[src/sv/playfair_pkg.sv]
// ----------------------------------------------------------------------------
// playfair_pkg
// Shared types, constants and symbol conversion functions for the Playfair
// cipher block on a rectangular square over a 30-symbol alphabet.
// ----------------------------------------------------------------------------
package playfair_pkg;

	// Alphabet: A to Z, then period, comma, question mark and semicolon.
	localparam int unsigned NSYM  = 30;
	localparam int unsigned SYM_W = 5;

	localparam logic [7:0] CH_A      = 8'h41;
	localparam logic [7:0] CH_Z      = 8'h5A;
	localparam logic [7:0] CH_PERIOD = 8'h2E;
	localparam logic [7:0] CH_COMMA  = 8'h2C;
	localparam logic [7:0] CH_QUEST  = 8'h3F;
	localparam logic [7:0] CH_SEMI   = 8'h3B;

	localparam logic [SYM_W-1:0] SYM_PERIOD = 5'd26;
	localparam logic [SYM_W-1:0] SYM_COMMA  = 5'd27;
	localparam logic [SYM_W-1:0] SYM_QUEST  = 5'd28;
	localparam logic [SYM_W-1:0] SYM_SEMI   = 5'd29;
	localparam logic [SYM_W-1:0] SYM_LAST   = 5'd29;

	// Opcodes of an input transaction.
	localparam logic [1:0] OP_KEY     = 2'd0;
	localparam logic [1:0] OP_KEY_END = 2'd1;
	localparam logic [1:0] OP_PAIR    = 2'd2;

	// Result status codes.
	localparam logic [1:0] ST_OK  = 2'd0;
	localparam logic [1:0] ST_SYM = 2'd1;
	localparam logic [1:0] ST_SEQ = 2'd2;

	typedef logic [SYM_W-1:0] sym_code_t;
	typedef logic [NSYM-1:0]  sym_set_t;

	// Decoded character: a valid flag and the symbol code.
	typedef struct packed {
		logic      ok;
		sym_code_t code;
	} sym_t;

	// Commands from the sequencer to the key store.
	typedef struct packed {
		logic place;   // append the symbol to the square if new and room is left
		logic pos_rd;  // read the cell position of the symbol
		logic sq_rd;   // read the symbol held in a cell
	} store_cmd_t;

	// Map an ASCII character to its symbol code.
	function automatic sym_t sym_decode(input logic [7:0] ch);
		sym_t r;
		r.ok   = 1'b1;
		r.code = '0;
		if (ch >= CH_A && ch <= CH_Z) begin
			r.code = SYM_W'(ch - CH_A);
		end else begin
			case (ch)
				CH_PERIOD: r.code = SYM_PERIOD;
				CH_COMMA:  r.code = SYM_COMMA;
				CH_QUEST:  r.code = SYM_QUEST;
				CH_SEMI:   r.code = SYM_SEMI;
				default:   r.ok   = 1'b0;
			endcase
		end
		return r;
	endfunction

	// Map a symbol code back to its ASCII character.
	function automatic logic [7:0] sym_ascii(input sym_code_t s);
		logic [7:0] ch;
		ch = 8'h00;
		case (s)
			SYM_PERIOD: ch = CH_PERIOD;
			SYM_COMMA:  ch = CH_COMMA;
			SYM_QUEST:  ch = CH_QUEST;
			SYM_SEMI:   ch = CH_SEMI;
			default: begin
				if (s < SYM_PERIOD) begin
					ch = CH_A + {3'b000, s};
				end
			end
		endcase
		return ch;
	endfunction

endpackage

[src/sv/playfair_6x5_cipher.sv]
// ----------------------------------------------------------------------------
// playfair_6x5_cipher
// Playfair cipher on a ROWS x COLS square over a 30-symbol alphabet. Key
// symbols build the square, a key-end transaction fills it, and pair
// transactions are then encrypted or decrypted by the direction register.
//
// Channel   Signals                         Handshake
// input     opcode, char_a, char_b          start while busy is low
// result    out_a, out_b, status            done high for one cycle
// config    cfg_wdata                       cfg_we
//
// A key symbol and every failed transaction leave busy low: done rises on
// the cycle after start. A pair makes two position reads and two square
// reads on memories with one read port each, through the shared coordinate
// unit. A key end offers each symbol of the alphabet to the square in turn.
// Reset clears the square, the key and the direction; no clearing pass.
// The receiver cannot stall; a new transaction may start while done is high.
// ----------------------------------------------------------------------------
module playfair_6x5_cipher #(
	parameter int unsigned ROWS = 6,
	parameter int unsigned COLS = 5
) (
	input  logic       clk,
	input  logic       arst_n,
	input  logic       start,
	output logic       busy,
	input  logic [1:0] opcode,
	input  logic [7:0] char_a,
	input  logic [7:0] char_b,
	input  logic       cfg_we,
	input  logic       cfg_wdata,
	output logic       done,
	output logic [7:0] out_a,
	output logic [7:0] out_b,
	output logic [1:0] status
);

	import playfair_pkg::*;

	localparam int unsigned RW = $clog2(ROWS);
	localparam int unsigned CW = $clog2(COLS);

	typedef enum logic [2:0] {
		S_IDLE,
		S_FILL,
		S_POS_B,
		S_CELL_A,
		S_CELL_B,
		S_FINISH
	} state_t;

	state_t          state_q, state_d;
	sym_code_t       fill_cnt_q;
	sym_code_t       sym_b_q;
	logic [RW-1:0]   r1_q;
	logic [CW-1:0]   c1_q;
	logic            key_complete_q;
	logic            direction_q;
	logic            done_q;
	logic [7:0]      out_a_q;
	logic [7:0]      out_b_q;
	logic [1:0]      status_q;
	logic [7:0]      ascii_a_q;

	sym_t            sa, sb;
	logic            accept;
	logic            fin;
	logic [1:0]      fin_st;
	logic            fill_last;
	store_cmd_t      cmd;
	sym_code_t       st_sym;
	sym_set_t        placed;
	logic [RW-1:0]   pos_r, own_r, oth_r, tgt_r;
	logic [CW-1:0]   pos_c, own_c, oth_c, tgt_c;
	sym_code_t       cell_sym;

	assign accept    = start && (state_q == S_IDLE);
	assign sa        = sym_decode(char_a);
	assign sb        = sym_decode(char_b);
	assign fill_last = (fill_cnt_q == SYM_LAST);

	// Sequencer decisions and store commands for the current cycle.
	always_comb begin
		state_d = state_q;
		fin     = 1'b0;
		fin_st  = ST_OK;
		cmd     = '0;
		st_sym  = sa.code;
		case (state_q)
			S_IDLE: begin
				if (accept) begin
					case (opcode)
						OP_KEY: begin
							fin = 1'b1;
							if (key_complete_q) begin
								fin_st = ST_SEQ;
							end else if (!sa.ok) begin
								fin_st = ST_SYM;
							end else begin
								cmd.place = 1'b1;
							end
						end
						OP_KEY_END: begin
							if (key_complete_q) begin
								fin    = 1'b1;
								fin_st = ST_SEQ;
							end else begin
								state_d = S_FILL;
							end
						end
						OP_PAIR: begin
							if (!key_complete_q) begin
								fin    = 1'b1;
								fin_st = ST_SEQ;
							end else if (!sa.ok || !sb.ok ||
							             !placed[sa.code] || !placed[sb.code]) begin
								fin    = 1'b1;
								fin_st = ST_SYM;
							end else begin
								cmd.pos_rd = 1'b1;
								state_d    = S_POS_B;
							end
						end
						default: begin
							fin    = 1'b1;
							fin_st = ST_SEQ;
						end
					endcase
				end
			end
			S_FILL: begin
				st_sym    = fill_cnt_q;
				cmd.place = 1'b1;
				if (fill_last) begin
					fin     = 1'b1;
					state_d = S_IDLE;
				end
			end
			S_POS_B: begin
				st_sym     = sym_b_q;
				cmd.pos_rd = 1'b1;
				state_d    = S_CELL_A;
			end
			S_CELL_A: begin
				cmd.sq_rd = 1'b1;
				state_d   = S_CELL_B;
			end
			S_CELL_B: begin
				cmd.sq_rd = 1'b1;
				state_d   = S_FINISH;
			end
			S_FINISH: begin
				fin     = 1'b1;
				state_d = S_IDLE;
			end
			default: begin
				state_d = S_IDLE;
			end
		endcase
	end

	// The coordinate unit serves the first symbol, then the second.
	always_comb begin
		if (state_q == S_CELL_B) begin
			own_r = pos_r;
			own_c = pos_c;
			oth_r = r1_q;
			oth_c = c1_q;
		end else begin
			own_r = r1_q;
			own_c = c1_q;
			oth_r = pos_r;
			oth_c = pos_c;
		end
	end

	playfair_move #(
		.ROWS (ROWS),
		.COLS (COLS)
	) u_move (
		.dir   (direction_q),
		.own_r (own_r),
		.own_c (own_c),
		.oth_r (oth_r),
		.oth_c (oth_c),
		.tgt_r (tgt_r),
		.tgt_c (tgt_c)
	);

	playfair_store #(
		.ROWS (ROWS),
		.COLS (COLS)
	) u_store (
		.clk      (clk),
		.arst_n   (arst_n),
		.cmd      (cmd),
		.sym      (st_sym),
		.cell_r   (tgt_r),
		.cell_c   (tgt_c),
		.placed   (placed),
		.pos_r    (pos_r),
		.pos_c    (pos_c),
		.cell_sym (cell_sym)
	);

	// State, item registers and registered result.
	always_ff @(posedge clk or negedge arst_n) begin
		if (!arst_n) begin
			state_q        <= S_IDLE;
			fill_cnt_q     <= '0;
			sym_b_q        <= '0;
			r1_q           <= '0;
			c1_q           <= '0;
			key_complete_q <= 1'b0;
			direction_q    <= 1'b0;
			done_q         <= 1'b0;
			out_a_q        <= '0;
			out_b_q        <= '0;
			status_q       <= ST_OK;
			ascii_a_q      <= '0;
		end else begin
			state_q <= state_d;
			done_q  <= fin;
			if (cfg_we) begin
				direction_q <= cfg_wdata;
			end
			if (accept) begin
				sym_b_q    <= sb.code;
				fill_cnt_q <= '0;
			end
			if (state_q == S_FILL) begin
				fill_cnt_q <= fill_cnt_q + SYM_W'(1);
				if (fill_last) begin
					key_complete_q <= 1'b1;
				end
			end
			if (state_q == S_POS_B) begin
				r1_q <= pos_r;
				c1_q <= pos_c;
			end
			if (state_q == S_CELL_B) begin
				ascii_a_q <= sym_ascii(cell_sym);
			end
			if (fin) begin
				status_q <= fin_st;
				if (state_q == S_FINISH) begin
					out_a_q <= ascii_a_q;
					out_b_q <= sym_ascii(cell_sym);
				end else begin
					out_a_q <= '0;
					out_b_q <= '0;
				end
			end
		end
	end

	assign busy   = (state_q != S_IDLE);
	assign done   = done_q;
	assign out_a  = out_a_q;
	assign out_b  = out_b_q;
	assign status = status_q;

endmodule

[src/sv/playfair_move.sv]
// ----------------------------------------------------------------------------
// playfair_move
// Shared coordinate unit. Given the cell of one symbol of a pair and the
// cell of the other, it gives the cell of the transformed symbol.
// ----------------------------------------------------------------------------
module playfair_move #(
	parameter int unsigned ROWS = 6,
	parameter int unsigned COLS = 5
) (
	input  logic                      dir,
	input  logic [$clog2(ROWS)-1:0]   own_r,
	input  logic [$clog2(COLS)-1:0]   own_c,
	input  logic [$clog2(ROWS)-1:0]   oth_r,
	input  logic [$clog2(COLS)-1:0]   oth_c,
	output logic [$clog2(ROWS)-1:0]   tgt_r,
	output logic [$clog2(COLS)-1:0]   tgt_c
);

	localparam int unsigned RW = $clog2(ROWS);
	localparam int unsigned CW = $clog2(COLS);
	localparam logic [RW-1:0] ROW_LAST = RW'(ROWS - 1);
	localparam logic [CW-1:0] COL_LAST = CW'(COLS - 1);

	logic [RW-1:0] r_next;
	logic [CW-1:0] c_next;

	// Step one place with wraparound: forward to encrypt, backward to decrypt.
	always_comb begin
		if (dir) begin
			r_next = (own_r == '0) ? ROW_LAST : own_r - RW'(1);
			c_next = (own_c == '0) ? COL_LAST : own_c - CW'(1);
		end else begin
			r_next = (own_r == ROW_LAST) ? '0 : own_r + RW'(1);
			c_next = (own_c == COL_LAST) ? '0 : own_c + CW'(1);
		end
	end

	// Same row shifts the column, same column shifts the row, otherwise the
	// symbol takes the column of the other corner.
	always_comb begin
		if (own_r == oth_r) begin
			tgt_r = own_r;
			tgt_c = c_next;
		end else if (own_c == oth_c) begin
			tgt_r = r_next;
			tgt_c = own_c;
		end else begin
			tgt_r = own_r;
			tgt_c = oth_c;
		end
	end

endmodule

[src/sv/playfair_store.sv]
// ----------------------------------------------------------------------------
// playfair_store
// Key square store: the square memory, the symbol position memory, the
// placed flags and the fill pointer. Cells past the fill pointer read as the
// first symbol of the alphabet.
// ----------------------------------------------------------------------------
module playfair_store #(
	parameter int unsigned ROWS = 6,
	parameter int unsigned COLS = 5
) (
	input  logic                           clk,
	input  logic                           arst_n,
	input  playfair_pkg::store_cmd_t       cmd,
	input  playfair_pkg::sym_code_t        sym,
	input  logic [$clog2(ROWS)-1:0]        cell_r,
	input  logic [$clog2(COLS)-1:0]        cell_c,
	output playfair_pkg::sym_set_t         placed,
	output logic [$clog2(ROWS)-1:0]        pos_r,
	output logic [$clog2(COLS)-1:0]        pos_c,
	output playfair_pkg::sym_code_t        cell_sym
);

	import playfair_pkg::*;

	localparam int unsigned RW  = $clog2(ROWS);
	localparam int unsigned CW  = $clog2(COLS);
	localparam int unsigned AW  = RW + CW;
	localparam int unsigned FRW = $clog2(ROWS + 1);
	localparam logic [CW-1:0]  COL_LAST = CW'(COLS - 1);
	localparam logic [FRW-1:0] ROW_END  = FRW'(ROWS);

	sym_code_t         sq_mem [2**AW];
	logic [AW-1:0]     pos_mem [NSYM];

	sym_set_t          placed_q;
	logic [FRW-1:0]    fill_r_q;
	logic [CW-1:0]     fill_c_q;
	sym_code_t         sq_rd_q;
	logic              sq_vld_q;
	logic [AW-1:0]     pos_rd_q;

	logic              full;
	logic              do_place;
	logic [AW-1:0]     wr_addr;
	logic              cell_vld;

	// A symbol is placed only when it is new and the square has room.
	assign full     = (fill_r_q == ROW_END);
	assign do_place = cmd.place && !full && !placed_q[sym];
	assign wr_addr  = {fill_r_q[RW-1:0], fill_c_q};

	// Cells are filled in row order, so a cell holds a symbol only if it lies
	// before the fill pointer.
	assign cell_vld = (FRW'(cell_r) < fill_r_q) ||
	                  ((FRW'(cell_r) == fill_r_q) && (cell_c < fill_c_q));

	// Memories: one write port each, registered reads.
	always_ff @(posedge clk) begin
		if (do_place) begin
			sq_mem[wr_addr] <= sym;
			pos_mem[sym]    <= wr_addr;
		end
		if (cmd.sq_rd) begin
			sq_rd_q <= sq_mem[{cell_r, cell_c}];
		end
		if (cmd.pos_rd) begin
			pos_rd_q <= pos_mem[sym];
		end
	end

	// Placed flags, fill pointer and read valid flag.
	always_ff @(posedge clk or negedge arst_n) begin
		if (!arst_n) begin
			placed_q <= '0;
			fill_r_q <= '0;
			fill_c_q <= '0;
			sq_vld_q <= 1'b0;
		end else begin
			if (do_place) begin
				placed_q[sym] <= 1'b1;
				if (fill_c_q == COL_LAST) begin
					fill_c_q <= '0;
					fill_r_q <= fill_r_q + FRW'(1);
				end else begin
					fill_c_q <= fill_c_q + CW'(1);
				end
			end
			if (cmd.sq_rd) begin
				sq_vld_q <= cell_vld;
			end
		end
	end

	assign placed   = placed_q;
	assign pos_r    = pos_rd_q[AW-1:CW];
	assign pos_c    = pos_rd_q[CW-1:0];
	assign cell_sym = sq_vld_q ? sq_rd_q : '0;

endmodule

[config.mk]
export PLATFORM = sky130hd
export DESIGN_NAME = playfair_6x5_cipher
export DESIGN_NICKNAME = d
export VERILOG_FILES = /design/src/sv/playfair_pkg.sv /design/src/sv/playfair_6x5_cipher.sv /design/src/sv/playfair_move.sv /design/src/sv/playfair_store.sv
export SDC_FILE = /design/constraint.sdc
export NUM_CORES = 1
export LEC_CHECK = 0
export BUFFER_PORTS_ARGS = -buffer_cell sky130_fd_sc_hd__buf_2
export CAP_MARGIN = 20
export CORE_AREA = 3 3 248 250
export DETAILED_ROUTE_END_ITERATION = 6
export DIE_AREA = 0 0 251 253
export SLEW_MARGIN = 20
export SYNTH_ARGS = -nofsm -noshare
export SYNTH_HDL_FRONTEND = slang
export SYNTH_SLANG_ARGS = --single-unit
[constraint.sdc]
create_clock -name clk -period 8.9 [get_ports clk]
set_input_delay 2.67 -clock clk [delete_from_list [all_inputs] [get_ports clk]]
set_output_delay 2.67 -clock clk [all_outputs]
set_load 0.02 [all_outputs]
==> reports/metrics.yaml <==
stdcell_count: 2778
required_ns: 9.19
r2r_cells: 15
worstPathMaxFanout: 22
worst_hold_path.endpoint: "out_b[1]"
clkLatencyLatePin_ns: 0.64
peakVddDrop_mv: 0.2250
synth.area.top_cells: "edfxtp_1, dfrtp_1, mux2i_1, mux4_2, nand2_1"
avgSynthCellArea_um2: 13.91
timing.fmax_ghz: 0.1404
drc: 0
final_area_um2: 29500
insertedDiodeCount: 0
hold_buffers: 0
min_from: "out_b[1]"
rrSetupSlack_ns: 3.27
intPower_mw: 5.534
synth_edf_count: 511
cts_resized: 0
synth.top_cell.area_share_pct: 57.38
vias: 16531
start_util_pct: 45.14
switchingPower_mw: 2.981
post_dp_cell_area_um2: 27630
crit_path_max_incr_delay_ns: 0.76
clk_pin_slew_ns: 0.06
timing.final.ws_setup_ns: 1.776
drv_cap: 0
avgRoutedWirePerCell_um: 24.32
crit_buf_inv: 3
finalSetupTns_ns: 0
status: "finished, final reports clean"
floorplan.rows: 89
grt_pass1_vias: 16408
hold_slack_ns: 0.4889
clk_path_buf_depth: 3
tightest_slew_ns: 1.041
start_kind: "primary input"
whs_path_depth: 1
path_cells: "buf_2 > inv_1 > ha_1 > nor4b_4 > o32ai_2 > a31o_1 > a21oi_4 > mux4_2 > nand3_1 > nand4_1 > nor3_4 > buf_4 > nand3_2 > nor2_1"
fin_crit_sh_pct: 80.05
gp_congestion: 0.8797
powerDensity_nw_per_um2: 288.6
cellLeakagePower_nw: 10.48
setup_viol: 0
period_needed_ns: 7.124
clock_skew_ns: 0.03129
busiest_layer: "met2"
synthFlopType: "edfxtp_1"
dp_hpwl_um: 42480
slew_headroom_pct: 30.08
syn_area_um2: 26740
viasPerCell: 5.951
clock-root-buffer: "clkbuf_16"
synth_top_area_cell: "edfxtp_1"
htreeDepth: 2
cts_num_sinks: 593
cpLargestDelayFamily: "simple AND/OR/NAND/NOR gates"
critical_path_class: "primary input to flop"
hold_viol_final: 0
r2r-end: "u_store.sq_rd_q[4]"
use_met2_pct: 34.00
switching_share_pct: 35.01
yosysUniqueCellTypes: 99
fin_util_pct: 49.80
combPwrFrac_pct: 27.6
post_cts_buffers: 0
final_max_slew_viol_count: 0
cts_tree: "built"
grt-ovfl-total: 0
grt_max_degree: 87
die_w_um: 251
synth_seq_cells: 593
gr-usage-met3_pct: 2.896
die_h_um: 253
ios: 43
coreArea_um2: 59240
dieArea_um2: 63500
power.total_mw: 8.516
syn_inst: 1922
area_growth_pct: 10.32
wirelength_um: 67560
ant_nets: 0
p_seq_share_pct: 44.2
numCtsBuffers: 60
p_clk_share_pct: 28.2
async_flop_share_pct: 13.83
dr.pass1.iters: 5
rsz0062_at_grt: "false"
ys_warn_count: 0
antenna_found_initial: 0
port-buffer-count: 40
seq_area_frac_synth_pct: 65.05
pre_cts_slack_ns: 1.172
met1_usage_pct: 29.86
arrival_ns: 7.41
nets: 2011
rr_startpoint: "state_q[0]"
drive_above_1_share_pct: 14.91
grt_pass1_wl_um: 102400
cp-end-kind: "flop"
timing.hold.worst.class: "flop to flop"
grt_usage_pct: 21.15
numPlacedInstances: 2666
cp_slowest_cell: "a21oi_4"
drt_iter0_markers: 1517
[worst max path at each step]
stage	startpoint	end	slack [ns]	cells after the start
after CTS	char_a[0]	u_store.sq_mem[20][2]	1.87	14
after global placement	char_a[0]	u_store.sq_mem[20][1]	1.29	14
after floorplan	char_a[0]	u_store.pos_mem[20][0]	2.04	13
after detailed placement	char_a[0]	u_store.sq_mem[19][3]	1.17	14
final	char_a[0]	u_store.sq_mem[20][4]	1.78	14
after global routing	char_a[0]	u_store.sq_mem[20][3]	1.49	14
[layout by cell type, fill, tap and decap left out, drive strengths merged, types with 28 or more instances in the layout]
master,instances
edfxtp,511
nand2,235
nor2,145
mux2i,108
dfrtp,82
o21ai,74
clkbuf,73
buf,67
nand3,56
mux4,48
inv,48
a21oi,43
mux2,35
ha,33
clkinv,32
nor3,28
[sequential cells by signal, summed over array words and instances (netlist names)]
register,cells
r1_q,3
out_b,7
status,2
state_q,3
fill_cnt_q,5
u_store.pos_rd_q,6
u_store.sq_rd_q,5
u_store.fill_r_q,3
direction_q,1
done,1
key_complete_q,1
u_store.sq_mem,320
c1_q,3
sym_b_q,5
u_store.pos_mem,180
u_store.sq_vld_q,1
ascii_a_q,7
u_store.placed,30
u_store.fill_c_q,3
out_a,7
[power by group through the flow]
stage / registers (mW) / logic, mW / clock network, mW
final: 3.76 / 2.35 / 2.40
after global routing: 3.78 / 2.53 / 2.56
after detailed placement: 3.81 / 2.36 / 0
after global placement: 3.81 / 2.34 / 0
after floorplan: 3.80 / 1.44 / 0
after CTS: 3.76 / 2.35 / 2.45
[cells in the mapped netlist (33+ instances only)]
cell and n:
dfrtp_1 82, mux2_2 35, nand3_1 50, mux2i_1 108, inv_1 44, nand2_1 234
a21oi_1 41, clkbuf_1 40, mux4_2 48, edfxtp_1 511, nor2_1 142, ha_1 33
o21ai_0 70
[metal layers]
metal / routed length (um) / vias to the layer above
li1: - / 7429
met1: 29760 / 8373
met2: 31510 / 601
met3: 4175 / 128
met4: 2109 / 0
met5: 0 / -
[area by class of cell]
type / count / area, um^2
clock buffers: 73 / 1572
clock inverters: 39 / 300.3
fillers: 5070 / 29740
inverters: 48 / 183.9
multi-input cells: 1185 / 8666
flip-flops and latches: 593 / 17400
well taps: 773 / 967.2
repair buffers: 67 / 417.9
[logic make-up after synthesis]
| logic type | after synthesis | synth area share, % |
|---|---|---|
| flops | 593 | 65.05 |
| simple gates | 588 | 10.82 |
| compound gates | 352 | 9.736 |
| mux | 191 | 9.558 |
| buf+inv | 145 | 2.662 |
| fa+ha+maj | 33 | 1.544 |
| xor+xnor | 19 | 0.6222 |
| other cells | 1 | 0.01402 |
Note: power is estimated with default switching activity, not from simulation.
